<file path="src/hw/rtl/rsng_pkg.sv">
// ----------------------------------------------------------------------------
// rsng_pkg
// Shared constants, configuration and control types of the rotary scroll
// noise gate.
// ----------------------------------------------------------------------------
`default_nettype none

package rsng_pkg;

   // Field widths
   localparam int unsigned ANGLE_W   = 12;
   localparam int unsigned DELTA_W   = ANGLE_W + 1;
   localparam int unsigned LIMIT_W   = 12;
   localparam int unsigned MARGIN_W  = 12;
   localparam int unsigned SPEED_W   = 8;
   localparam int unsigned AMOUNT_W  = 8;

   // Defaults of the top-level parameters
   localparam int unsigned PASS_LENGTH_DEF = 99;
   localparam int unsigned ANGLE_BITS_DEF  = 12;

   localparam int unsigned STEP_LIMIT = 127;

   // Register reset values
   localparam logic [LIMIT_W-1:0]  JUMP_LIMIT_RST    = 12'd1000;
   localparam logic [MARGIN_W-1:0] NOISE_MARGIN_RST  = 12'd8;
   localparam logic [SPEED_W-1:0]  SPEED_DIVISOR_RST = 8'd3;

   // Register file: word index taken from paddr[3:2]
   localparam int unsigned CSR_ADDR_W = 4;
   localparam int unsigned CSR_DATA_W = 32;
   localparam logic [1:0]  REG_JUMP_LIMIT    = 2'd0;
   localparam logic [1:0]  REG_NOISE_MARGIN  = 2'd1;
   localparam logic [1:0]  REG_SPEED_DIVISOR = 2'd2;

   typedef struct packed {
      logic [LIMIT_W-1:0]  jump_limit;
      logic [MARGIN_W-1:0] noise_margin;
      logic [SPEED_W-1:0]  speed_divisor;
   } rsng_cfg_type;

   // Controller to datapath
   typedef struct packed {
      logic capture;       // latch the sample and update the pass
      logic avg_start;     // start |sum| / count
      logic check;         // apply the gate and resync the angle
      logic step_start;    // start |delta| / divisor
      logic take_step;     // stage the scaled, clamped step
      logic clear_result;  // stage an empty result
      logic publish;       // move the staged result to the output
   } rsng_cmd_type;

   // Datapath to controller
   typedef struct packed {
      logic link;
      logic div_done;
      logic scroll_go;
      logic out_free;
   } rsng_status_type;

endpackage

`default_nettype wire

</file>
<file path="src/hw/rtl/rsng_div.sv">
// ----------------------------------------------------------------------------
// rsng_div
// Restoring unsigned divider, one quotient bit per cycle. The numerator is
// consumed from its top bit; after n steps the low n bits hold the quotient.
// ----------------------------------------------------------------------------
`default_nettype none

module rsng_div #(
   parameter int unsigned NUM_W = 20,
   parameter int unsigned DEN_W = 8
) (
   input  wire logic                        clock,
   input  wire logic                        reset,
   input  wire logic                        start,
   input  wire logic [NUM_W-1:0]            numerator,
   input  wire logic [DEN_W-1:0]            denominator,
   input  wire logic [$clog2(NUM_W+1)-1:0]  steps,
   output logic      [NUM_W-1:0]            quotient,
   output logic                             done
);

   localparam int unsigned IT_W = $clog2(NUM_W + 1);

   logic             busy_ff;
   logic             done_ff;
   logic [IT_W-1:0]  count_ff;
   logic [NUM_W-1:0] num_ff;
   logic [DEN_W-1:0] rem_ff;
   logic [DEN_W-1:0] den_ff;

   logic [DEN_W:0]   acc;
   logic [DEN_W+1:0] diff;
   logic             neg;

   assign acc  = {rem_ff, num_ff[NUM_W-1]};
   assign diff = {1'b0, acc} - {2'b00, den_ff};
   assign neg  = diff[DEN_W+1];

   always_ff @(posedge clock) begin
      if (reset) begin
         busy_ff  <= 1'b0;
         done_ff  <= 1'b0;
         count_ff <= '0;
      end else begin
         done_ff <= 1'b0;
         if (start) begin
            busy_ff  <= 1'b1;
            count_ff <= steps;
         end else if (busy_ff) begin
            count_ff <= count_ff - IT_W'(1);
            if (count_ff == IT_W'(1)) begin
               busy_ff <= 1'b0;
               done_ff <= 1'b1;
            end
         end
      end
   end

   always_ff @(posedge clock) begin
      if (start) begin
         num_ff <= numerator;
         rem_ff <= '0;
         den_ff <= denominator;
      end else if (busy_ff) begin
         num_ff <= {num_ff[NUM_W-2:0], ~neg};
         rem_ff <= neg ? acc[DEN_W-1:0] : diff[DEN_W-1:0];
      end
   end

   assign quotient = num_ff;
   assign done     = done_ff;

endmodule

`default_nettype wire

</file>
<file path="src/hw/rtl/rsng_dp.sv">
// ----------------------------------------------------------------------------
// rsng_dp
// Datapath: angle delta, pass sum and count, gate decision, step scaling and
// the output register.
// ----------------------------------------------------------------------------
`default_nettype none

module rsng_dp
   import rsng_pkg::*;
#(
   parameter int unsigned PASS_LENGTH = PASS_LENGTH_DEF,
   parameter int unsigned ANGLE_BITS  = ANGLE_BITS_DEF
) (
   input  wire logic                  clock,
   input  wire logic                  reset,
   input  wire rsng_cfg_type          cfg,
   input  wire rsng_cmd_type          cmd,
   output rsng_status_type            status,
   input  wire logic [ANGLE_W-1:0]    angle,
   input  wire logic                  link_up,
   output logic                       rsp_tvalid,
   input  wire logic                  rsp_tready,
   output logic signed [AMOUNT_W-1:0] rsp_tdata,
   output logic                       rsp_tuser
);

   localparam int unsigned CNT_W  = $clog2(PASS_LENGTH + 1);
   localparam int unsigned MAG_W  = CNT_W + ANGLE_W;
   localparam int unsigned SUM_W  = MAG_W + 1;
   localparam int unsigned DEN_W  = (CNT_W > SPEED_W) ? CNT_W : SPEED_W;
   localparam int unsigned IT_W   = $clog2(MAG_W + 1);
   localparam int unsigned MASK_BITS = (ANGLE_BITS < ANGLE_W) ? ANGLE_BITS : ANGLE_W;
   localparam logic [ANGLE_W-1:0] ANGLE_MASK = {ANGLE_W{1'b1}} >> (ANGLE_W - MASK_BITS);
   localparam logic [CNT_W-1:0]   PASS_LAST  = CNT_W'(PASS_LENGTH);
   localparam logic [ANGLE_W-1:0] STEP_MAX   = ANGLE_W'(STEP_LIMIT);

   logic [ANGLE_W-1:0]        last_angle_ff;
   logic [ANGLE_W-1:0]        cur_ff;
   logic                      link_ff;
   logic [CNT_W-1:0]          count_ff;
   logic signed [SUM_W-1:0]   sum_ff;
   logic                      delta_neg_ff;
   logic [ANGLE_W-1:0]        dmag_ff;
   logic                      res_valid_ff;
   logic signed [AMOUNT_W-1:0] res_amount_ff;
   logic                      rsp_tvalid_ff;
   logic signed [AMOUNT_W-1:0] rsp_tdata_ff;
   logic                      rsp_tuser_ff;

   logic [ANGLE_W-1:0]        cur;
   logic signed [DELTA_W-1:0] delta;
   logic [DELTA_W-1:0]        delta_abs;
   logic signed [SUM_W-1:0]   sum_base;
   logic signed [SUM_W-1:0]   sum_in;
   logic [SUM_W-1:0]          sum_abs;
   logic                      restart;

   logic [MAG_W:0]            floor_level;
   logic                      scroll_go;
   logic                      jump;

   logic [MAG_W-1:0]          div_num;
   logic [DEN_W-1:0]          div_den;
   logic [IT_W-1:0]           div_steps;
   logic [MAG_W-1:0]          quotient;
   logic                      div_done;
   logic [SPEED_W-1:0]        speed;
   logic [ANGLE_W-1:0]        step_q;
   logic [AMOUNT_W-1:0]       step_mag;

   // ---- sample capture and pass accumulation ----
   assign cur       = angle & ANGLE_MASK;
   assign delta     = $signed({1'b0, last_angle_ff}) - $signed({1'b0, cur});
   assign delta_abs = delta[DELTA_W-1] ? DELTA_W'(-delta) : DELTA_W'(delta);
   assign restart   = (count_ff >= PASS_LAST);
   assign sum_base  = restart ? '0 : sum_ff;
   assign sum_in    = sum_base + SUM_W'(delta);

   always_ff @(posedge clock) begin
      if (reset) begin
         last_angle_ff <= '0;
         count_ff      <= '0;
         sum_ff        <= '0;
      end else begin
         if (cmd.capture) begin
            sum_ff   <= sum_in;
            count_ff <= (restart ? '0 : count_ff) + CNT_W'(1);
         end
         if (cmd.check && (scroll_go || jump)) begin
            last_angle_ff <= cur_ff;
         end
      end
   end

   always_ff @(posedge clock) begin
      if (cmd.capture) begin
         cur_ff       <= cur;
         link_ff      <= link_up;
         delta_neg_ff <= delta[DELTA_W-1];
         dmag_ff      <= delta_abs[ANGLE_W-1:0];
      end
   end

   // ---- gate: the quotient holds |average| while the check runs ----
   assign floor_level = {1'b0, quotient} + (MAG_W+1)'(cfg.noise_margin);
   assign scroll_go   = ({{(MAG_W+1-ANGLE_W){1'b0}}, dmag_ff} > floor_level) &&
                        (dmag_ff < cfg.jump_limit);
   assign jump        = dmag_ff > cfg.jump_limit;

   // ---- shared divider ----
   assign sum_abs = sum_ff[SUM_W-1] ? SUM_W'(-sum_ff) : SUM_W'(sum_ff);
   assign speed   = (cfg.speed_divisor == '0) ? SPEED_W'(1) : cfg.speed_divisor;

   always_comb begin
      if (cmd.step_start) begin
         // Align |delta| with the top so that ANGLE_W steps suffice.
         div_num   = {dmag_ff, {(MAG_W-ANGLE_W){1'b0}}};
         div_den   = DEN_W'(speed);
         div_steps = IT_W'(ANGLE_W);
      end else begin
         div_num   = sum_abs[MAG_W-1:0];
         div_den   = DEN_W'(count_ff);
         div_steps = IT_W'(MAG_W);
      end
   end

   rsng_div #(
      .NUM_W (MAG_W),
      .DEN_W (DEN_W)
   ) u_div (
      .clock       (clock),
      .reset       (reset),
      .start       (cmd.avg_start || cmd.step_start),
      .numerator   (div_num),
      .denominator (div_den),
      .steps       (div_steps),
      .quotient    (quotient),
      .done        (div_done)
   );

   // ---- step clamp and result staging ----
   assign step_q   = quotient[ANGLE_W-1:0];
   assign step_mag = (step_q > STEP_MAX) ? AMOUNT_W'(STEP_LIMIT) : AMOUNT_W'(step_q);

   always_ff @(posedge clock) begin
      if (cmd.take_step) begin
         res_valid_ff  <= 1'b1;
         res_amount_ff <= delta_neg_ff ? $signed(-step_mag) : $signed(step_mag);
      end else if (cmd.clear_result) begin
         res_valid_ff  <= 1'b0;
         res_amount_ff <= '0;
      end
   end

   // ---- output register ----
   always_ff @(posedge clock) begin
      if (reset) begin
         rsp_tvalid_ff <= 1'b0;
      end else if (cmd.publish) begin
         rsp_tvalid_ff <= 1'b1;
      end else if (rsp_tready) begin
         rsp_tvalid_ff <= 1'b0;
      end
   end

   always_ff @(posedge clock) begin
      if (cmd.publish) begin
         rsp_tdata_ff <= res_amount_ff;
         rsp_tuser_ff <= res_valid_ff;
      end
   end

   assign rsp_tvalid = rsp_tvalid_ff;
   assign rsp_tdata  = rsp_tdata_ff;
   assign rsp_tuser  = rsp_tuser_ff;

   assign status.link      = link_ff;
   assign status.div_done  = div_done;
   assign status.scroll_go = scroll_go;
   assign status.out_free  = !rsp_tvalid_ff || rsp_tready;

`ifndef NO_ASSERTIONS
   a_count_range : assert property (@(posedge clock) disable iff (reset)
      count_ff <= PASS_LAST)
      else $error("pass count beyond pass length");

   a_empty_zero : assert property (@(posedge clock) disable iff (reset)
      rsp_tvalid && !rsp_tuser |-> rsp_tdata == '0)
      else $error("non-zero amount on a transaction without a scroll step");

   a_clamped : assert property (@(posedge clock) disable iff (reset)
      rsp_tvalid |-> rsp_tdata != $signed({1'b1, {(AMOUNT_W-1){1'b0}}}))
      else $error("scroll amount escaped the clamp");

   a_angle_hold : assert property (@(posedge clock) disable iff (reset)
      !cmd.check |=> $stable(last_angle_ff))
      else $error("accepted angle changed outside the gate check");
`endif

endmodule

`default_nettype wire

</file>
<file path="src/hw/rtl/rsng_ctrl.sv">
// ----------------------------------------------------------------------------
// rsng_ctrl
// Sequencer: accepts one sample, runs the needed average and step divisions
// on the shared divider and hands the result to the output register.
// ----------------------------------------------------------------------------
`default_nettype none

module rsng_ctrl
   import rsng_pkg::*;
(
   input  wire logic            clock,
   input  wire logic            reset,
   input  wire logic            req_tvalid,
   output logic                 req_tready,
   input  wire rsng_status_type status,
   output rsng_cmd_type         cmd
);

   typedef enum logic [2:0] {
      ST_IDLE,
      ST_AVG_GO,
      ST_AVG_WAIT,
      ST_CHECK,
      ST_STEP_WAIT,
      ST_DONE
   } state_type;

   state_type state_ff;
   state_type state_in;

   always_comb begin
      cmd      = '0;
      state_in = state_ff;
      case (state_ff)
         ST_IDLE: begin
            if (req_tvalid) begin
               cmd.capture = 1'b1;
               state_in    = ST_AVG_GO;
            end
         end
         ST_AVG_GO: begin
            // With the link down the sample only feeds the pass sum.
            if (status.link) begin
               cmd.avg_start = 1'b1;
               state_in      = ST_AVG_WAIT;
            end else begin
               cmd.clear_result = 1'b1;
               state_in         = ST_DONE;
            end
         end
         ST_AVG_WAIT: begin
            if (status.div_done) begin
               state_in = ST_CHECK;
            end
         end
         ST_CHECK: begin
            cmd.check = 1'b1;
            if (status.scroll_go) begin
               cmd.step_start = 1'b1;
               state_in       = ST_STEP_WAIT;
            end else begin
               cmd.clear_result = 1'b1;
               state_in         = ST_DONE;
            end
         end
         ST_STEP_WAIT: begin
            if (status.div_done) begin
               cmd.take_step = 1'b1;
               state_in      = ST_DONE;
            end
         end
         ST_DONE: begin
            if (status.out_free) begin
               cmd.publish = 1'b1;
               state_in    = ST_IDLE;
            end
         end
         default: begin
            state_in = ST_IDLE;
         end
      endcase
   end

   always_ff @(posedge clock) begin
      if (reset) begin
         state_ff <= ST_IDLE;
      end else begin
         state_ff <= state_in;
      end
   end

   assign req_tready = (state_ff == ST_IDLE);

endmodule

`default_nettype wire

</file>
<file path="src/hw/rtl/rotary_scroll_noise_gate_core.sv">
// ----------------------------------------------------------------------------
// rotary_scroll_noise_gate_core
// Turns encoder angle samples into gated, scaled scroll steps.
// ----------------------------------------------------------------------------
// Each request transaction carries one angle and the link-up flag and yields
// exactly one response transaction. One sample is processed at a time; the
// cost is set by the shared divider, which produces one quotient bit per
// cycle. With the link down no division runs; otherwise the average division
// runs over MAG_W = clog2(PASS_LENGTH+1) + 12 (19 by default) quotient bits,
// and a step division follows when a scroll step is issued. The response may
// also wait for rsp_tready. A new request is taken as soon as the previous
// result has entered the output register. Registers: jump_limit at 0x0,
// noise_margin at 0x4, speed_divisor at 0x8 (0 behaves as 1); write them
// only while the block is idle.
`default_nettype none

module rotary_scroll_noise_gate_core
   import rsng_pkg::*;
#(
   parameter int unsigned PASS_LENGTH = PASS_LENGTH_DEF,
   parameter int unsigned ANGLE_BITS  = ANGLE_BITS_DEF
) (
   input  wire logic                  clock,
   input  wire logic                  reset,
   input  wire logic                  req_tvalid,
   output logic                       req_tready,
   input  wire logic [15:0]           req_tdata,   // [11:0] angle, [15:12] zero
   input  wire logic                  req_tuser,   // [0] link_up
   output logic                       rsp_tvalid,
   input  wire logic                  rsp_tready,
   output logic signed [AMOUNT_W-1:0] rsp_tdata,   // [7:0] scroll_amount
   output logic                       rsp_tuser,   // [0] scroll_valid
   input  wire logic                  csr_psel,
   input  wire logic                  csr_penable,
   input  wire logic                  csr_pwrite,
   input  wire logic [CSR_ADDR_W-1:0] csr_paddr,
   input  wire logic [CSR_DATA_W-1:0] csr_pwdata,
   output logic [CSR_DATA_W-1:0]      csr_prdata,
   output logic                       csr_pready
);

   rsng_cfg_type    cfg_ff;
   rsng_cmd_type    cmd;
   rsng_status_type status;
   logic            csr_write;
   logic [1:0]      csr_index;

   assign csr_pready = 1'b1;
   assign csr_write  = csr_psel && csr_penable && csr_pwrite && csr_pready;
   assign csr_index  = csr_paddr[3:2];

   always_ff @(posedge clock) begin
      if (reset) begin
         cfg_ff.jump_limit    <= JUMP_LIMIT_RST;
         cfg_ff.noise_margin  <= NOISE_MARGIN_RST;
         cfg_ff.speed_divisor <= SPEED_DIVISOR_RST;
      end else if (csr_write) begin
         case (csr_index)
            REG_JUMP_LIMIT:    cfg_ff.jump_limit    <= csr_pwdata[LIMIT_W-1:0];
            REG_NOISE_MARGIN:  cfg_ff.noise_margin  <= csr_pwdata[MARGIN_W-1:0];
            REG_SPEED_DIVISOR: cfg_ff.speed_divisor <= csr_pwdata[SPEED_W-1:0];
            default: begin
            end
         endcase
      end
   end

   always_comb begin
      case (csr_index)
         REG_JUMP_LIMIT:    csr_prdata = CSR_DATA_W'(cfg_ff.jump_limit);
         REG_NOISE_MARGIN:  csr_prdata = CSR_DATA_W'(cfg_ff.noise_margin);
         REG_SPEED_DIVISOR: csr_prdata = CSR_DATA_W'(cfg_ff.speed_divisor);
         default:           csr_prdata = '0;
      endcase
   end

   rsng_ctrl u_ctrl (
      .clock      (clock),
      .reset      (reset),
      .req_tvalid (req_tvalid),
      .req_tready (req_tready),
      .status     (status),
      .cmd        (cmd)
   );

   rsng_dp #(
      .PASS_LENGTH (PASS_LENGTH),
      .ANGLE_BITS  (ANGLE_BITS)
   ) u_dp (
      .clock      (clock),
      .reset      (reset),
      .cfg        (cfg_ff),
      .cmd        (cmd),
      .status     (status),
      .angle      (req_tdata[ANGLE_W-1:0]),
      .link_up    (req_tuser),
      .rsp_tvalid (rsp_tvalid),
      .rsp_tready (rsp_tready),
      .rsp_tdata  (rsp_tdata),
      .rsp_tuser  (rsp_tuser)
   );

endmodule

`default_nettype wire

</file>
<file path="config.mk">
export PLATFORM = sky130hd
export DESIGN_NAME = rotary_scroll_noise_gate_core
export DESIGN_NICKNAME = d
export VERILOG_FILES = /design/src/hw/rtl/rsng_pkg.sv /design/src/hw/rtl/rsng_div.sv /design/src/hw/rtl/rsng_dp.sv /design/src/hw/rtl/rsng_ctrl.sv /design/src/hw/rtl/rotary_scroll_noise_gate_core.sv
export SDC_FILE = /design/constraint.sdc
export NUM_CORES = 1
export LEC_CHECK = 0
export ABC_AREA = 0
export BUFFER_PORTS_ARGS = -buffer_cell sky130_fd_sc_hd__buf_2
export CAP_MARGIN = 20
export CORE_MARGIN = 2
export CORE_UTILIZATION = 61
export CTS_CLUSTER_DIAMETER = 150
export CTS_CLUSTER_SIZE = 14
export DETAILED_ROUTE_END_ITERATION = 16
export PLACE_DENSITY = 0.86
export SLEW_MARGIN = 5
export SYNTH_ARGS = -nofsm -noshare
export SYNTH_HDL_FRONTEND = slang
export SYNTH_HIERARCHICAL = 1
export SYNTH_SLANG_ARGS = --single-unit
</file>
<file path="constraint.sdc">
create_clock -name clock -period 7.1 [get_ports clock]
set_input_delay 0.355 -clock clock [delete_from_list [all_inputs] [get_ports clock]]
set_output_delay 0.355 -clock clock [all_outputs]
set_load 0.02 [all_outputs]
</file>
==> results of run 1 <==
Yosys cell counts, drive strengths merged, types with 13 or more instances:
cell type	number
nand2	77
xnor2	37
o21a	13
edfxtp	70
inv	71
clkbuf	26
nor2	107
ha	81
a211oi	16
a21oi	58
mux2i	70
nand2b	66
nand3	20
and2	13
mux2	27
buf	42
a21o	13
xor2	26
o21ai	65
nor3	27
dfxtp	91
nor2b	31
kinds of logic after synthesis:
kind of cell               after synthesis
adders and majority gates               85
DFF                                    161
muxes                                   97
buffers and inverters                  140
and+or+nand+nor                        413
other                                    2
AOI/OAI and AO/OA                      238
xor gates and xnor gates                63
critical path, cell delays in order, from the launching register on:
cell      delay, ns
edfxtp_1       0.50
ha_1           0.41
nand2_1        0.09
o311a_1        0.39
a21oi_1        0.25
a21oi_1        0.14
o21ai_0        0.35
a21oi_1        0.14
o21bai_1       0.17
xnor2_1        0.14
ha_1           0.27
nand4_1        0.12
a21oi_1        0.06
a211oi_1       0.34
a211oi_1       0.15
nand4_1        0.11
a21oi_1        0.06
and3_1         0.26
and2_1         0.18
or2_2          0.30
buf_4          0.28
nor2_1         0.49
inv_1          0.51
layout make-up:
type                            count  area share (%)
Multi-Input combinational cell    917            54.7
Clock buffer                       20            3.87
Sequential cell                   161            33.2
Timing Repair Buffer               62            2.75
Inverter                           72            2.29
Tap cell                          229            2.42
Clock inverter                     12           0.783
layer usage:
metal,share of wire [%],vias up,wire length [µm]
li1,-,4282,-
met1,42,4140,10300
met2,50,330,12300
met3,6.1,50,1500
met4,2.4,0,604
met5,0,-,0
cells in the final DEF, fill, tap and decap left out, types with 9 or more instances in the layout:
cell | Yosys | final
buf_2 | 5 | 56
a211oi_1 | 16 | 16
and2_1 | 12 | 11
nor2_1 | 105 | 105
o21ai_0 | 60 | 60
or3_1 | 9 | 9
and3_1 | 11 | 11
a21o_1 | 13 | 13
nor3_1 | 26 | 26
nor2b_1 | 30 | 30
o31ai_1 | 9 | 9
edfxtp_1 | 70 | 70
inv_1 | 71 | 71
ha_1 | 81 | 81
a21oi_1 | 57 | 57
conb_1 | 2 | 21
xnor2_1 | 37 | 37
clkbuf_16 | 0 | 18
mux2_2 | 26 | 26
nand2b_1 | 66 | 66
o21a_1 | 13 | 13
nand2_1 | 77 | 77
nand3_1 | 19 | 19
xor2_1 | 26 | 26
mux2i_1 | 70 | 70
dfxtp_1 | 91 | 91
metrics by stage:
step                      hold WS, ns  power, W  cell area (µm²)  instances
after detailed placement        0.405   0.00318            11300       1441
final                           0.101   0.00407            11800       1473
after global routing           0.0888   0.00435            11800       1473
after global placement          0.407   0.00310            11300       1441
after floorplan                 0.400   0.00280            11000       1218
after CTS                      0.0914   0.00406            11800       1473
power by group:
| group | switching (W) | leakage [nW] | internal (W) |
|---|---|---|---|
| registers | 0.000230 | 1.39 | 0.00123 |
| clock network | 0.000390 | 0.274 | 0.000475 |
| logic | 0.000995 | 3.26 | 0.000755 |
worst max-delay path by stage:
stage / start / endpoint / slack (ns) / cells after the start
2_1_floorplan: u_dp/u_div/quotient[4]$_DFFE_PP_ / u_dp/u_div/quotient[0]$_DFFE_PP_ / 1.60 / 24
5_1_grt: u_dp/u_div/quotient[4]$_DFFE_PP_ / u_dp/u_div/quotient[12]$_DFFE_PP_ / 0.48 / 22
4_1_cts: u_dp/u_div/quotient[4]$_DFFE_PP_ / u_dp/u_div/quotient[12]$_DFFE_PP_ / 1.11 / 22
6_report: u_dp/u_div/quotient[4]$_DFFE_PP_ / u_dp/u_div/quotient[12]$_DFFE_PP_ / 0.99 / 22
3_3_place_gp: u_dp/u_div/quotient[4]$_DFFE_PP_ / u_dp/u_div/quotient[18]$_DFFE_PP_ / 1.35 / 22
3_5_place_dp: u_dp/u_div/quotient[4]$_DFFE_PP_ / u_dp/u_div/quotient[18]$_DFFE_PP_ / 1.25 / 22
sequential cells by signal, indices dropped and copies added (netlist names):
| signal | count |
|---|---|
| u_dp/u_div/rem_ff | 8 |
| u_dp/cur_ff | 12 |
| u_dp/u_div/busy_ff | 1 |
| u_dp/sum_ff | 20 |
| u_dp/link_ff | 1 |
| u_dp/u_div/count_ff | 5 |
| cfg_ff | 32 |
| u_dp/u_div/den_ff | 8 |
| u_dp/count_ff | 7 |
| u_dp/rsp_tdata | 8 |
| u_dp/last_angle_ff | 12 |
| u_dp/res_valid_ff | 1 |
| u_dp/rsp_tuser | 1 |
| u_dp/u_div/quotient | 19 |
| u_dp/u_div/done | 1 |
| u_ctrl/state_ff | 3 |
| u_dp/rsp_tvalid | 1 |
| u_dp/delta_neg_ff | 1 |
| u_dp/dmag_ff | 12 |
| u_dp/res_amount_ff | 8 |
==> results.toml, run 1 <==
[synthesis]
ys_seq_area_share_pct = 35.8
dominantRegCellSynth = "dfxtp_1"
synth_top_cell_area_share_pct = 19.2
async_reset_ff_share_pct = 0
synthAdderAreaFrac_pct = 9.97
synthXorXnorAreaFrac_pct = 5.03
synth_area_leaders = "edfxtp_1 (19%), dfxtp_1 (17%), ha_1 (9.2%), mux2i_1 (6.4%), nand2b_1 (3.8%)"
synth-edff-count = 70
ys_warn_count = 6
synth.area.mux_share_pct = 9.20
ys_ff_latch = 161
synth.distinct_cells = 84
synthSimpleGateAreaFrac_pct = 19.7
synthCells = 1199
synth_compound_area_share_pct = 14.3
avgSynthCellArea_um2 = 9.14
synthesis.area_um2 = 11000
synth_top_family_by_area = "simple AND/OR/NAND/NOR gates"
yosys.area.top_type = "edfxtp_1"

[sta]
worst-slew-pin-transition_ns = 1.03
period_share_pct = 86.1
drv_slew = 0
rsz0062_at_grt = "false"
period_minus_slack_ns = 6.11
setup-violations-final = 0
hold_viol = 0
fin_skew_ns = 0.0111
worst_slack_ns = 0.986
fmax_ghz = 0.164
slew_headroom_pct = 31.1
tns_ns = 0

[die]
die_h_um = 138
ioPinCount = 104
die-area_um2 = 19100
core-area_um2 = 17800
initial_core_util_pct = 61.7
dieWidth_um = 138
num_rows = 49

[grt]
top_usage_layer = "met2"
use_met3_pct = 4.33
grt_max_degree = 101
grt_util_met2_pct = 45.0
grt_pass1_wl_um = 40700
grt-ovfl-total = 0
grt_pass1_vias = 8449
grt_use_met1_pct = 32.6
antenna_found_initial = 0
grt_usage_pct = 25.9

[critical_path]
worstReg2RegStart = "u_dp/u_div/quotient[4]$_DFFE_PP_"
rrSetupSlack_ns = 0.99
rr_endpoint = "u_dp/u_div/quotient[12]$_DFFE_PP_"
critical_path_class = "reg2reg"
worst-path-max-fanout = 40
critPathRequiredTime_ns = 7.14
crit_path_end_kind = "register"
crit_arrival_ns = 6.16
cp-start-kind = "register"
rr_worst_depth = 22

[placement]
hpwl_um = 18400
portBuffers = 56
dpl_worst_slack_ns = 1.25
place_congestion = 0.944

[clock_tree]
path_clk_slew_ns = 0.06
cts_hold_buf = 0
h-tree-depth = 4
cts_setup_buffers = 0
cts_sinks = 161
tritoncts = "built"
clk_path_buf_depth = 2
cts_root_buffer = "clkbuf_16"
ctsResizeCount = 0
cts_buffers = 17
clkLatencyLatePin_ns = 0.43

[routing]
num_vias = 8802
wl_per_cell_um = 16.8
wirelength_um = 24700
drt_iter0_drc = 721
avgViaCountPerCell = 5.98
drt_first_pass_iters = 6
antenna_left = 0
drc = 0

[final_layout]
layout-drive-gt1-share_pct = 11.9
fillerInstances = 1359
area_growth_pct = 7.83
antenna_cells = 0
final_nets = 1376
regArea_um2 = 3920
multiInputGateArea_um2 = 6460
fin_util_pct = 66.5

[run]
max_cap_viol_count = 0

[worst_hold_path]
holdPathEnd = "u_dp/link_ff$_DFFE_PP_"
min_from = "req_tuser"
whs_path_depth = 1
hold_path_class = "in2reg"

[outcome]
status = "completed"

[power_and_ir_drop]
power_per_cell_area_nw_per_um2 = 345
p_leak_nw = 4.92
ir_drop_mv = 0.210
No activity file was read; power rests on OpenSTA's default activity.
==> inputs of run 2 (changes only) <==
- BUFFER_PORTS_ARGS: -buffer_cell sky130_fd_sc_hd__buf_2 -> not set
- CORE_UTILIZATION: 61 -> 65
- DONT_BUFFER_PORTS: not set -> 1
- PLACE_DENSITY: 0.86 -> 0.85
- SKIP_LAST_GASP: not set -> 1
==> results.toml, run 2 (synthesis results as in run 1) <==
[clock_tree]
h-tree-depth = 4
clkLatencyLatePin_ns = 0.42
cts_sinks = 161
clk_path_buf_depth = 2
tritoncts = "built"
cts_root_buffer = "clkbuf_16"
path_clk_slew_ns = 0.06
cts_buffers = 17

[power_and_ir_drop]
power_w = 0.00409
p_leak_nw = 4.70
ir_drop_mv = 0.212
power_per_cell_area_nw_per_um2 = 353

[final_layout]
fin_area_um2 = 11600
layout_common_cells = "nor2_1 (105), dfxtp_1 (91), ha_1 (81), nand2_1 (77), inv_1 (71)"
largest_register = "cfg_ff"
layout-drive-gt1-share_pct = 7.32
area_growth_pct = 5.65
largest_reg_flops = 32
fin_util_pct = 70.1
fin_cells = 1409
layout_commonest_cell = "nor2_1"
final_nets = 1321
antenna_cells = 0

[critical_path]
crit_family = "compound AO/OA/AOI/OAI gates"
worst-path-max-fanout = 20
rr_worst_depth = 21
worstPathCellList = "ha_1, nand2_1, o311a_1, a21oi_1, a21oi_1, o21ai_0, a21oi_1, o21bai_1, xnor2_1, ha_1, nand4_1, nor2_1, o21ai_0, a211oi_1, nand4_1, a21oi_1, and3_1, and2_1, or2_2, nor2_1, inv_1"
critPathRequiredTime_ns = 7.15
crit_path_end_kind = "register"
crit_arrival_ns = 5.78
path_depth = 21
crit_buf_inv = 1
cp-start-kind = "register"
critical_path_class = "reg2reg"
crit_path_max_incr_delay_ns = 0.64
crit_top_cell = "a21oi_1"
cp_slowest_cell = "inv_1"

[sta]
rsz0062_at_grt = "false"
fin_skew_ns = 0.0111
period_minus_slack_ns = 5.73
tns_ns = 0
drv_slew = 0
slew_headroom_pct = 21.2
fmax_ghz = 0.175
setup-violations-final = 0
worst-slew-pin-transition_ns = 1.15
period_share_pct = 80.7
hold_viol = 0

[die]
initial_core_util_pct = 66.3
core-area_um2 = 16500
num_rows = 47
dieWidth_um = 134
ioPinCount = 104
die-area_um2 = 17900
die_h_um = 134

[worst_hold_path]
hold_path_class = "in2reg"
whs_path_depth = 0

[grt]
grt_pass1_vias = 8225
grt_max_degree = 119
antenna_found_initial = 1
grt_usage_pct = 27.5
grt-ovfl-total = 0
grt_pass1_wl_um = 39600

[routing]
drt_iter0_drc = 609
avgViaCountPerCell = 6.11
drc = 0
wirelength_um = 24300
wl_per_cell_um = 17.2
num_vias = 8612
drt_first_pass_iters = 5
antenna_left = 0

[placement]
portBuffers = 0
place_congestion = 0.982
place_inst = 1375
hpwl_um = 17700
placed_cell_area_um2 = 11000

[run]
max_cap_viol_count = 0

[outcome]
status = "completed"
[run 2: cell types whose count changed in the layout (fill, tap and decap cells not counted), sizes merged]
cell,delta
buf,-57
bufinv,+3
clkbuf,+1
clkinv,+1
clkinvlp,+2
dlygate4sd3,+1
dlymetal6s2s,+1
inv,-7
[run 2: area by class of cell]
| cell class | count | area (µm²) |
|---|---|---|
| multi-input combinational | 917 | 6460 |
| fill | 1222 | 4940 |
| sequential | 161 | 3920 |
| clock buffer | 21 | 450 |
| tap | 220 | 275 |
| inverter | 72 | 270 |
| clock inverter | 11 | 138 |
| timing repair buffer | 7 | 60.1 |
[run 2: power breakdown]
part / total [W] / internal [W] / switching (W)
clock network: 0.000922 / 0.000559 / 0.000363
registers: 0.00147 / 0.00123 / 0.000235
logic: 0.00171 / 0.000741 / 0.000966
total: 0.00409 / 0.00253 / 0.00156
[run 2: final timing paths]
| kind | endpoint | slack, ns | start |
|---|---|---|---|
| worst max-delay path | u_dp/u_div/quotient[18]$_DFFE_PP_ | 1.37 | u_dp/u_div/quotient[3]$_DFFE_PP_ |
| worst min-delay path | u_dp/cur_ff[9]$_DFFE_PP_ | 0.02 | req_tdata[9] |
| worst max register to register | u_dp/u_div/quotient[18]$_DFFE_PP_ | 1.37 | u_dp/u_div/quotient[3]$_DFFE_PP_ |
| worst min register to register | u_dp/rsp_tdata[1]$_DFFE_PP_ | 0.42 | u_dp/res_amount_ff[1]$_SDFFCE_PN0P_ |
[run 2: repair_timing]
item,in CTS,in global routing
hold buffers,0,1
gates resized for setup,0,0
setup buffers,0,0
endpoints found under the setup margin,0,0
endpoints found under the hold margin,0,1
[run 2: layer usage]
layer | share of wire [%] | vias to the layer above | track usage [%]
met4 | 3.7 | 2 | 12.6
met5 | 0.066 | - | 0
met2 | 49 | 299 | 46.8
li1 | - | 4176 | -
met3 | 6.1 | 69 | 5.71
met1 | 42 | 4066 | 33.4
[run 2: through the flow]
stage          setup WS [ns]  hold WS (ns)
5_1_grt                 1.01  0.0000000278
3_3_place_gp            1.52         0.404
4_1_cts                 1.43       0.00354
3_5_place_dp            1.46         0.405
6_report                1.37        0.0241
2_1_floorplan           1.60         0.400
==> inputs of run 3 (changes only) <==
- clock period: 7.1 -> 5.65 ns (I/O delays scaled with it)
==> results.toml, run 3 (synthesis results as in run 1) <==
[placement]
portBuffers = 0
placed_cell_area_um2 = 11000
place_congestion = 0.945
hpwl_um = 18000

[clock_tree]
clkLatencyLatePin_ns = 0.44
h-tree-depth = 4
tritoncts = "built"
clk_path_buf_depth = 2
cts_buffers = 17
cts_root_buffer = "clkbuf_16"
path_clk_slew_ns = 0.07
cts_sinks = 161

[sta]
fin_skew_ns = 0.00791
hold_viol = 0
slew_headroom_pct = 17.9
tns_ns = 0
drv_slew = 0
rsz0062_at_grt = "false"
worst-slew-pin-transition_ns = 1.20
fmax_ghz = 0.190
period_minus_slack_ns = 5.27
period_share_pct = 93.3
setup-violations-final = 0

[routing]
drt_iter0_drc = 770
avgViaCountPerCell = 6.07
wirelength_um = 25100
num_vias = 8659
drc = 0
antenna_left = 0
drt_first_pass_iters = 5
wl_per_cell_um = 17.6

[power_and_ir_drop]
p_leak_nw = 4.80
power_per_cell_area_nw_per_um2 = 440
ir_drop_mv = 0.278

[worst_hold_path]
min_from = "csr_pwdata[9]"
hold_path_class = "in2reg"

[critical_path]
crit_family = "compound AO/OA/AOI/OAI gates"
worst-path-max-fanout = 41
crit_path_end_kind = "register"
crit_path_max_incr_delay_ns = 0.48
worstReg2RegStart = "u_dp/u_div/quotient[0]$_DFFE_PP_"
critPathRequiredTime_ns = 5.84
cp-start-kind = "register"
cp-startpoint = "u_dp/u_div/quotient[0]$_DFFE_PP_"
critical_path_class = "reg2reg"
cp_slowest_cell = "edfxtp_1"
worstPathCellList = "ha_1, fa_1, a21o_1, nor3b_1, o31a_1, o21ai_1, o21ai_0, ha_1, nand4_1, nor2_1, o21ai_0, a211oi_2, nand4_1, a21oi_1, and3_1, and2_1, buf_12, inv_1, mux2_4, mux2_2"
crit_buf_inv = 2
crit_arrival_ns = 5.47

[final_layout]
layout_common_cells = "nor2_1 (105), dfxtp_1 (91), ha_1 (79), nand2_1 (77), inv_1 (71)"
area_growth_pct = 7.77
fin_area_um2 = 11800
final_nets = 1339
largest_register = "cfg_ff"
layout_commonest_cell = "nor2_1"
layout-drive-gt1-share_pct = 8.37
largest_reg_flops = 32
antenna_cells = 0

[die]
dieWidth_um = 134
core-area_um2 = 16500
initial_core_util_pct = 66.3
die_h_um = 134
ioPinCount = 104
num_rows = 47
die-area_um2 = 17900

[grt]
grt-ovfl-total = 0
antenna_found_initial = 0
grt_max_degree = 85
grt_usage_pct = 28.6
grt_pass1_vias = 8359
grt_pass1_wl_um = 40900

[outcome]
status = "completed"

[run]
max_cap_viol_count = 0
[run 3: cell count changes in the layout (fill, tap and decap cells not counted), moves of 2 or more]
cell           before  now
dlygate4sd3_1       1   15
inv_6               1    5
buf_6               0    3
bufinv_16           3    0
clkbuf_1            3    0
clkinv_1            4    1
clkinv_4            0    3
buf_12              0    2
clkbuf_16          17   19
clkinvlp_4          3    1
ha_1               81   79
ha_4                0    2
inv_8               0    2
[run 3: repair_timing]
item | 4_1_cts | 5_1_grt
endpoints found under the setup margin | 0 | 55
setup buffers | 0 | 2
hold buffers | 16 | 0
gates resized for setup | 0 | 7
endpoints found under the hold margin | 50 | 0
[run 3: worst reg2reg max path: stages (launching register included)]
cell and delay [ns]:
edfxtp_1 0.48, ha_1 0.26, fa_1 0.41, a21o_1 0.20, nor3b_1 0.14, o31a_1 0.32
o21ai_1 0.31, o21ai_0 0.16, ha_1 0.32, nand4_1 0.12, nor2_1 0.17, o21ai_0 0.14
a211oi_2 0.22, nand4_1 0.12, a21oi_1 0.16, and3_1 0.30, and2_1 0.24, buf_12 0.22
inv_1 0.18, mux2_4 0.32, mux2_2 0.26
[run 3: where the power goes]
part           internal, W  switching [W]
Sequential         0.00154       0.000304
Clock             0.000629       0.000513
Combinational     0.000964        0.00124
[run 3: path summary, 6_finish.rpt]
path / to / slack (ns) / depth (start not counted)
min reg2reg: u_dp/rsp_tdata[1]$_DFFE_PP_ / 0.42 / 0
max reg2reg: u_dp/u_div/quotient[18]$_DFFE_PP_ / 0.38 / 20
max: u_dp/u_div/quotient[18]$_DFFE_PP_ / 0.38 / 20
min: cfg_ff[17]$_SDFFE_PP0P_ / 0.01 / 2
[run 3: per-stage QoR]
step	total power, W	cells	hold WS [ns]	setup WS (ns)	utilization, %
floorplan	0.00352	1218	0.352	0.152	-
global placement	0.00389	1376	0.381	0.438	66.5
detailed placement	0.00397	1376	0.381	0.358	66.5
CTS	0.00515	1424	0.00490	0.131	71.1
global route	0.00553	1427	0.00839	0.0488	71.5
finish	0.00519	1427	0.0136	0.377	71.5
[run 3: layer usage]
| metal | vias to the layer above | global-route usage, % | routed length [µm] |
|---|---|---|---|
| met3 | 49 | 4.65 | 1390 |
| met1 | 4119 | 35.7 | 10600 |
| met5 | - | 0 | 0 |
| met2 | 275 | 49.9 | 12400 |
| met4 | 0 | 10.8 | 688 |
| li1 | 4216 | - | - |
[run 3: cell type report]
| cell class | instances | area [µm²] |
|---|---|---|
| Multi-Input combinational cell | 917 | 6500 |
| Fill cell | 1215 | 4710 |
| Sequential cell | 161 | 3920 |
| Clock buffer | 19 | 475 |
| Tap cell | 220 | 275 |
| Inverter | 72 | 270 |
| Timing Repair Buffer | 25 | 262 |
| Clock inverter | 13 | 111 |
